--- src/tccw_pkg.sv ---
package tccw_pkg;

  localparam int unsigned NUM_DIGITS = 20;
  localparam int unsigned BCD_W      = 4 * NUM_DIGITS;
  localparam int unsigned MAG_W      = 64;
  localparam int unsigned DIG_IDX_W  = 5;

  localparam logic       REQ_CHAR     = 1'b0;
  localparam logic       REQ_NUMBER   = 1'b1;
  localparam logic [7:0] NEWLINE_CODE = 8'd10;
  localparam logic [7:0] DIGIT_ZERO   = 8'h30;
  localparam logic [7:0] MINUS_SIGN   = 8'h2D;
  localparam logic [7:0] COLOR_RESET  = 8'd15;

  typedef struct packed {
    logic               req_type;
    logic [7:0]         char_code;
    logic signed [63:0] number;
  } req_t;

  typedef struct packed {
    logic [10:0] cell_address;
    logic [15:0] cell_value;
    logic        last_of_run;
  } cell_t;

  typedef struct packed {
    logic advance;
    logic newline;
  } cursor_cmd_t;

  typedef enum logic [3:0] {
    ST_IDLE = 4'b0001,
    ST_CONV = 4'b0010,
    ST_SCAN = 4'b0100,
    ST_EMIT = 4'b1000
  } state_e;

endpackage

--- src/tccw_dabble.sv ---
module tccw_dabble (
  input  logic                       clk_i,
  input  logic                       rst_ni,
  input  logic                       start_i,
  input  logic [tccw_pkg::MAG_W-1:0] mag_i,
  output logic                       busy_o,
  output logic [tccw_pkg::BCD_W-1:0] bcd_o
);
  import tccw_pkg::*;

  localparam int unsigned CNT_W = $clog2(MAG_W / 2);

  logic [BCD_W-1:0] bcd_q, bcd_d;
  logic [MAG_W-1:0] bin_q, bin_d;
  logic [CNT_W-1:0] cnt_q, cnt_d;
  logic             busy_q, busy_d;

  function automatic logic [BCD_W+MAG_W-1:0] dabble_step(logic [BCD_W+MAG_W-1:0] v);
    logic [BCD_W+MAG_W-1:0] r;
    r = v;
    for (int i = 0; i < NUM_DIGITS; i++) begin
      if (r[MAG_W+4*i +: 4] >= 4'd5) begin
        r[MAG_W+4*i +: 4] = r[MAG_W+4*i +: 4] + 4'd3;
      end
    end
    return {r[BCD_W+MAG_W-2:0], 1'b0};
  endfunction

  always_comb begin
    logic [BCD_W+MAG_W-1:0] v;
    bcd_d  = bcd_q;
    bin_d  = bin_q;
    cnt_d  = cnt_q;
    busy_d = busy_q;
    v      = dabble_step(dabble_step({bcd_q, bin_q}));
    if (start_i) begin
      bcd_d  = '0;
      bin_d  = mag_i;
      cnt_d  = '0;
      busy_d = 1'b1;
    end else if (busy_q) begin
      bcd_d = v[BCD_W+MAG_W-1:MAG_W];
      bin_d = v[MAG_W-1:0];
      cnt_d = cnt_q + 1'b1;
      if (cnt_q == CNT_W'(MAG_W / 2 - 1)) begin
        busy_d = 1'b0;
      end
    end
  end

  always_ff @(posedge clk_i or negedge rst_ni) begin
    if (!rst_ni) begin
      cnt_q  <= '0;
      busy_q <= 1'b0;
    end else begin
      cnt_q  <= cnt_d;
      busy_q <= busy_d;
    end
  end

  always_ff @(posedge clk_i) begin
    bcd_q <= bcd_d;
    bin_q <= bin_d;
  end

  assign busy_o = busy_q;
  assign bcd_o  = bcd_q;

endmodule

--- src/tccw_cursor.sv ---
module tccw_cursor #(
  parameter int unsigned COLUMNS = 80,
  parameter int unsigned ROWS    = 25
) (
  input  logic                  clk_i,
  input  logic                  rst_ni,
  input  tccw_pkg::cursor_cmd_t cmd_i,
  output logic [10:0]           addr_o
);
  import tccw_pkg::*;

  localparam int unsigned CW = $clog2(COLUMNS);
  localparam int unsigned RW = $clog2(ROWS);
  localparam int unsigned AW = $clog2(COLUMNS * ROWS);

  logic [CW-1:0] col_q, col_d;
  logic [RW-1:0] row_q, row_d;
  logic [AW-1:0] base_q, base_d;
  logic [AW-1:0] addr;
  logic [AW+10:0] addr_ext;
  logic          next_row;

  assign addr     = base_q + AW'(col_q);
  assign addr_ext = {11'b0, addr};
  assign addr_o   = addr_ext[10:0];

  assign next_row = cmd_i.newline || (cmd_i.advance && col_q == CW'(COLUMNS - 1));

  always_comb begin
    col_d  = col_q;
    row_d  = row_q;
    base_d = base_q;
    if (next_row) begin
      col_d = '0;
      if (row_q == RW'(ROWS - 1)) begin
        row_d  = '0;
        base_d = '0;
      end else begin
        row_d  = row_q + 1'b1;
        base_d = base_q + AW'(COLUMNS);
      end
    end else if (cmd_i.advance) begin
      col_d = col_q + 1'b1;
    end
  end

  always_ff @(posedge clk_i or negedge rst_ni) begin
    if (!rst_ni) begin
      col_q  <= '0;
      row_q  <= '0;
      base_q <= '0;
    end else begin
      col_q  <= col_d;
      row_q  <= row_d;
      base_q <= base_d;
    end
  end

  a_col_range: assert property (@(posedge clk_i) disable iff (!rst_ni)
    32'(col_q) < COLUMNS)
    else $error("cursor column out of range");

  a_row_base: assert property (@(posedge clk_i) disable iff (!rst_ni)
    base_q == AW'(row_q * COLUMNS))
    else $error("row base out of step with row");

  a_newline_col: assert property (@(posedge clk_i) disable iff (!rst_ni)
    cmd_i.newline |=> col_q == '0)
    else $error("newline did not return to column zero");

endmodule

--- src/text_console_cell_writer_top.sv ---
// Text console cell writer: each request beat is a character or a signed 64-bit number and
// turns into 16-bit cell writes {text_color, code} at a cursor on a ROWS x COLUMNS grid,
// with last_of_run set on the final write of a request. A character yields one output beat;
// a newline is absorbed in the accept cycle and writes nothing. A number runs through the
// double-dabble unit, two bits per cycle: after accept it waits in conversion until the unit
// finishes, passes a digit scan state, then writes one cell at a time (sign plus up to 19
// digits), each cell waiting for a free output slot. Input is stalled from accept until the
// last cell of the request has been loaded into the output register; a waiting output beat
// does not block a new request. text_color may be written at any time and applies to cells
// loaded after it.
module text_console_cell_writer_top #(
  parameter int unsigned COLUMNS = 80,
  parameter int unsigned ROWS    = 25
) (
  input  logic            clk_i,
  input  logic            rst_ni,
  input  logic            in_valid_i,
  output logic            in_stall_o,
  input  tccw_pkg::req_t  in_req_i,
  output logic            out_valid_o,
  input  logic            out_stall_i,
  output tccw_pkg::cell_t out_cell_o,
  input  logic            cfg_valid_i,
  output logic            cfg_ready_o,
  input  logic [7:0]      cfg_data_i
);
  import tccw_pkg::*;

  state_e                 state_q, state_d;
  logic [7:0]             color_q;
  logic                   is_char_q, is_char_d;
  logic [7:0]             char_q, char_d;
  logic                   neg_q, neg_d;
  logic [DIG_IDX_W-1:0]   dig_idx_q, dig_idx_d;
  logic                   out_valid_q;
  cell_t                  out_cell_q, out_cell_d;
  logic                   out_load;

  logic                   in_accept;
  logic                   dab_start;
  logic [MAG_W-1:0]       mag;
  logic                   dab_busy;
  logic [BCD_W-1:0]       bcd;
  logic [DIG_IDX_W-1:0]   lead;
  cursor_cmd_t            cur_cmd;
  logic [10:0]            cur_addr;
  logic [7:0]             emit_code;
  logic                   emit_last;
  logic                   slot_free;

  assign in_stall_o  = (state_q != ST_IDLE);
  assign in_accept   = in_valid_i && !in_stall_o;
  assign cfg_ready_o = 1'b1;
  assign slot_free   = !out_valid_q || !out_stall_i;
  assign mag         = in_req_i.number[63] ? MAG_W'(-in_req_i.number)
                                           : MAG_W'(in_req_i.number);

  tccw_dabble u_dabble (
    .clk_i   (clk_i),
    .rst_ni  (rst_ni),
    .start_i (dab_start),
    .mag_i   (mag),
    .busy_o  (dab_busy),
    .bcd_o   (bcd)
  );

  tccw_cursor #(
    .COLUMNS (COLUMNS),
    .ROWS    (ROWS)
  ) u_cursor (
    .clk_i  (clk_i),
    .rst_ni (rst_ni),
    .cmd_i  (cur_cmd),
    .addr_o (cur_addr)
  );

  // highest nonzero digit, zero prints as one digit
  always_comb begin
    lead = '0;
    for (int i = 0; i < NUM_DIGITS; i++) begin
      if (bcd[4*i +: 4] != 4'd0) begin
        lead = DIG_IDX_W'(i);
      end
    end
  end

  always_comb begin
    emit_code = DIGIT_ZERO + {4'b0, bcd[4*dig_idx_q +: 4]};
    emit_last = (dig_idx_q == '0);
    if (is_char_q) begin
      emit_code = char_q;
      emit_last = 1'b1;
    end else if (neg_q) begin
      emit_code = MINUS_SIGN;
      emit_last = 1'b0;
    end
  end

  always_comb begin
    state_d     = state_q;
    is_char_d   = is_char_q;
    char_d      = char_q;
    neg_d       = neg_q;
    dig_idx_d   = dig_idx_q;
    dab_start   = 1'b0;
    cur_cmd     = '0;
    out_load    = 1'b0;
    out_cell_d  = out_cell_q;
    case (state_q)
      ST_IDLE: begin
        if (in_accept) begin
          if (in_req_i.req_type == REQ_CHAR) begin
            if (in_req_i.char_code == NEWLINE_CODE) begin
              cur_cmd.newline = 1'b1;
            end else begin
              is_char_d = 1'b1;
              char_d    = in_req_i.char_code;
              neg_d     = 1'b0;
              state_d   = ST_EMIT;
            end
          end else begin
            is_char_d = 1'b0;
            neg_d     = in_req_i.number[63];
            dab_start = 1'b1;
            state_d   = ST_CONV;
          end
        end
      end
      ST_CONV: begin
        if (!dab_busy) begin
          state_d = ST_SCAN;
        end
      end
      ST_SCAN: begin
        dig_idx_d = lead;
        state_d   = ST_EMIT;
      end
      ST_EMIT: begin
        if (slot_free) begin
          out_load                = 1'b1;
          cur_cmd.advance         = 1'b1;
          out_cell_d.cell_address = cur_addr;
          out_cell_d.cell_value   = {color_q, emit_code};
          out_cell_d.last_of_run  = emit_last;
          if (emit_last) begin
            state_d = ST_IDLE;
          end else if (neg_q) begin
            neg_d = 1'b0;
          end else begin
            dig_idx_d = dig_idx_q - 1'b1;
          end
        end
      end
      default: begin
        state_d = ST_IDLE;
      end
    endcase
  end

  always_ff @(posedge clk_i or negedge rst_ni) begin
    if (!rst_ni) begin
      state_q     <= ST_IDLE;
      color_q     <= COLOR_RESET;
      out_valid_q <= 1'b0;
      is_char_q   <= 1'b0;
      neg_q       <= 1'b0;
      dig_idx_q   <= '0;
    end else begin
      state_q   <= state_d;
      is_char_q <= is_char_d;
      neg_q     <= neg_d;
      dig_idx_q <= dig_idx_d;
      if (cfg_valid_i && cfg_ready_o) begin
        color_q <= cfg_data_i;
      end
      if (out_load) begin
        out_valid_q <= 1'b1;
      end else if (!out_stall_i) begin
        out_valid_q <= 1'b0;
      end
    end
  end

  always_ff @(posedge clk_i) begin
    char_q     <= char_d;
    out_cell_q <= out_cell_d;
  end

  assign out_valid_o = out_valid_q;
  assign out_cell_o  = out_cell_q;

  a_busy_in_conv: assert property (@(posedge clk_i) disable iff (!rst_ni)
    dab_busy |-> state_q == ST_CONV)
    else $error("conversion unit busy outside conversion");

  a_digit_range: assert property (@(posedge clk_i) disable iff (!rst_ni)
    (state_q == ST_EMIT && !is_char_q) |-> dig_idx_q < DIG_IDX_W'(NUM_DIGITS))
    else $error("digit index out of range");

  a_char_emit: assert property (@(posedge clk_i) disable iff (!rst_ni)
    (in_accept && in_req_i.req_type == REQ_CHAR && in_req_i.char_code != NEWLINE_CODE)
    |=> state_q == ST_EMIT && is_char_q)
    else $error("character beat did not go to emit");

  a_last_leaves: assert property (@(posedge clk_i) disable iff (!rst_ni)
    (out_load && out_cell_d.last_of_run) |=> state_q == ST_IDLE)
    else $error("last cell loaded without returning to idle");

endmodule

--- config.mk ---
export PLATFORM = sky130hd
export DESIGN_NAME = text_console_cell_writer_top
export DESIGN_NICKNAME = d
export VERILOG_FILES = /design/src/tccw_pkg.sv /design/src/tccw_dabble.sv /design/src/tccw_cursor.sv /design/src/text_console_cell_writer_top.sv
export SDC_FILE = /design/constraint.sdc
export NUM_CORES = 1
export LEC_CHECK = 0
export ABC_AREA = 1
export BUFFER_PORTS_ARGS = -buffer_cell sky130_fd_sc_hd__buf_2
export CELL_PAD_IN_SITES_DETAIL_PLACEMENT = 0
export CELL_PAD_IN_SITES_GLOBAL_PLACEMENT = 1
export CORE_UTILIZATION = 49
export CTS_CLUSTER_DIAMETER = 200
export CTS_CLUSTER_SIZE = 10
export DETAILED_ROUTE_END_ITERATION = 10
export PLACE_DENSITY = 0.93
export SLEW_MARGIN = 20
export SYNTH_ARGS = -nofsm -noshare
export SYNTH_HDL_FRONTEND = slang
export SYNTH_HIERARCHICAL = 1
export SYNTH_SLANG_ARGS = --single-unit
--- constraint.sdc ---
create_clock -name clk_i -period 10.45 [get_ports clk_i]
set_input_delay 0.5225 -clock clk_i [delete_from_list [all_inputs] [get_ports clk_i]]
set_output_delay 0.5225 -clock clk_i [all_outputs]
set_load 0.05 [all_outputs]
==> flow_summary.json <==
{
  "nets": 2417,
  "core_area_sq_um": 31880,
  "crit_arrival_ns": 3.85,
  "final_antenna_net_count": 0,
  "hold_violations": 6,
  "design_area_sq_um": 17690,
  "synth.net_count": 2327,
  "ys_seq_elements": 225,
  "filler_cell_count": 3040,
  "syn2layout_area_growth_pct": 10.20,
  "die_h_microns": 183.0,
  "avgSynthCellArea_sq_um": 7.340,
  "via_per_inst": 5.293,
  "clkSinkCount": 225,
  "drc": 0,
  "grt_antenna_before_repair": 0,
  "powerDensity_nw_per_um2": 357.0,
  "cts_buffers": 26,
  "syn-cell-area_sq_um": 16050,
  "critical_path_required_ns": 10.59,
  "cts_setup_buffers": 0,
  "via_count": 14450,
  "drive_above_1_share_pct": 17.78,
  "multi_input_area_sq_um": 8783,
  "gp_congestion": 0.8704,
  "synth.distinct_cells": 61,
  "antenna_cells": 0,
  "grt_pass1_wl_microns": 63960,
  "io_buffers": 115,
  "utilization_pct": 55.49,
  "maxSlewViolCount": 0,
  "status": "finished with violations",
  "grt_setup_unrepaired": "no",
  "cp_max_fo": 80,
  "pre_cts_slack_ns": 6.766,
  "violations": "negative hold slack",
  "ys_seq_area_share_pct": 35.74,
  "whs_ns": -0.01564,
  "dieArea_sq_um": 33490,
  "fp-row-count": 65,
  "drv_cap": 0,
  "drt_iter0_markers": 1038,
  "cts_tree": "yes",
  "wl_per_cell_microns": 14.05,
  "finalSetupViolCount": 0,
  "io_pins": 117,
  "slew_headroom_pct": 30.42,
  "wirelength_microns": 38360,
  "yosys_warnings": 6,
  "p_leak_nw": 8.517,
  "syn_inst": 2187,
  "postPlaceCellArea_sq_um": 16950,
  "critPathLaunchType": "flop",
  "ctsHoldBuffers": 0,
  "cp-end-kind": "flop",
  "vdd.ir_drop.worst_uv": 171.5,
  "seqCellArea_sq_um": 5737,
  "grtUsageTotal_pct": 22.96,
  "start_util_pct": 50.35,
  "setup_tns_ns": 0,
  "grt_max_degree": 81,
  "clkTransAtPathRegs_ns": 0.06,
  "min_period_ns": 3.706,
  "fin_crit_sh_pct": 35.47,
  "htreeDepth": 1,
  "fmax_mhz": 269.8,
  "clk_latency_ns": 0.53,
  "worstSetupPathType": "reg -> reg",
  "clockBufferDepth": 3,
  "cts-root-buf": "clkbuf_16",
  "worst_slew_pin_slew_ns": 1.044,
  "dieWidth_microns": 183.0,
  "hold_class": "in -> async",
  "dr.pass1.iters": 5,
  "place_hpwl_microns": 27900,
  "grt_overflow": 0,
  "post_cts_resized": 0,
  "fin_skew_ns": 0.01446,
  "grt_pass1_vias": 13530,
  "setup_slack_ns": 6.744
}
[final cells by class]
| class | instances | share of cell area, % |
|---|---|---|
| repair buffers | 123 | 3.607 |
| clock inverters | 2 | 0.1344 |
| multi-input cells | 1570 | 49.65 |
| well taps | 435 | 3.077 |
| flip-flops and latches | 225 | 32.43 |
| inverters | 331 | 7.038 |
| clock buffers | 44 | 4.060 |
[worst max-delay path, stage by stage (launching register included)]
cell     delay (ns)
dfstp_2        0.56
inv_1          0.07
nor3_1         0.30
inv_1          0.13
nor2_1         0.10
inv_1          0.10
nor2_4         0.49
nor2_4         0.27
inv_4          0.36
buf_4          0.85
[placed cells by master, fill, tap and decap left out, types with 10 or more instances in the layout]
master       n
nand2_1    533
inv_1      303
nand3_1    167
nor2_1     154
nand2_2    126
o21ai_0    119
buf_2      114
edfxtp_1   100
dfxtp_1     80
a21oi_1     67
ha_1        54
xor2_1      42
dfrtp_1     40
nor4_1      31
o22ai_1     30
nand4_1     30
nand3_4     30
xnor2_1     27
nor3_1      26
clkbuf_16   26
inv_2       24
o21ai_1     23
o21ai_2     19
clkbuf_1    18
nand3_2     13
a31oi_1     10
[synthesized netlist by cell type (all sizes together)]
cell type	n	area, sq um
o31ai	3	22.52
o21bai	1	7.510
clkinv	3	11.26
xor2	42	367.9
nand4	32	212.7
edfxtp	100	3003
clkbuf	39	157.6
dfrtp	40	1001
a31oi	10	62.56
a21boi	1	7.510
o41ai	1	8.760
a22oi	1	7.510
dfstp	5	131.4
nor3	29	166.4
nor4	34	240.2
dfxtp	80	1602
a32oi	1	8.760
or2	2	12.51
or3	1	6.260
inv	328	1231
o22ai	30	187.7
o21ai	161	877.1
dlygate4sd1	1	8.760
o2111ai	1	8.760
nand3b	1	7.510
ha	54	675.7
and2	1	6.260
xnor2	27	236.5
nor2	165	669.4
mux2	8	90.09
nand3	210	1491
buf	21	146.4
mux2i	3	30.03
a21o	1	7.510
nand2	667	2879
o21a	1	7.510
a22o	1	8.760
a21oi	69	349.1
conb	1	3.750
o221ai	8	70.07
o211ai	3	22.52
[path summary, 6_finish.rpt]
kind                         startpoint  depth (start not counted)  slack, ns                   to
hold / removal                   rst_ni                          1      -0.02         dig_idx_q[1]
max in group asynchronous        rst_ni                          1      10.04  u_cursor/base_q[10]
setup / recovery             state_q[0]                          9       6.74   u_dabble/bin_q[56]
setup reg to reg             state_q[0]                          9       6.74   u_dabble/bin_q[56]
hold reg to reg              color_q[5]                          0       0.45       out_cell_o[14]
min in group clk_i         in_req_i[64]                          1       0.19            char_q[0]
[through the flow]
step | instances | total power, mW
finish | 2730 | 6.315
global route | 2730 | 6.942
CTS | 2730 | 6.320
detailed placement | 2684 | 5.479
global placement | 2684 | 5.353
floorplan | 2187 | 4.711
[flip-flops by register name (all words and copies together), names as in the netlist]
name and flops:
out_cell_o 28, u_dabble/busy_o 1, is_char_q 1, u_cursor/col_q 7
color_q 8, out_valid_o 1, dig_idx_q 5, u_dabble/bin_q 64
u_cursor/base_q 7, char_q 8, neg_q 1, u_cursor/row_q 5
u_dabble/cnt_q 5, u_dabble/bcd_o 80, state_q 4
[power by group]
group / switching (mW) / leakage (nW) / internal (mW)
Clock: 0.351 / 0.349 / 0.464
Combinational: 2.47 / 5.93 / 1.28
Sequential: 0.339 / 2.24 / 1.41
Total: 3.16 / 8.52 / 3.15
[metal layers]
metal / GRT usage (%) / up-vias / share of wire (%) / routed length (microns)
li1: - / 7323 / - / -
met1: 31.27 / 6712 / 47 / 18020
met2: 38.71 / 364 / 46 / 17790
met3: 2.482 / 50 / 4.7 / 1817
met4: 6.133 / 0 / 1.9 / 733
met5: 0 / - / 0 / 0
[kinds of logic (layout without fill, tap and decap cells)]
group | Yosys count | after routing | share of synthesized area (%)
and+or+nand+nor | 1142 | 1142 | 35.46
other | 1 | 1 | 0.02336
muxes | 11 | 11 | 0.7483
AOI/OAI and AO/OA | 293 | 293 | 10.37
DFF | 225 | 225 | 35.74
xor gates and xnor gates | 69 | 69 | 3.765
adders and majority gates | 54 | 54 | 4.209
buffers and inverters | 392 | 500 | 9.689
(Power assumes the default switching activity.)
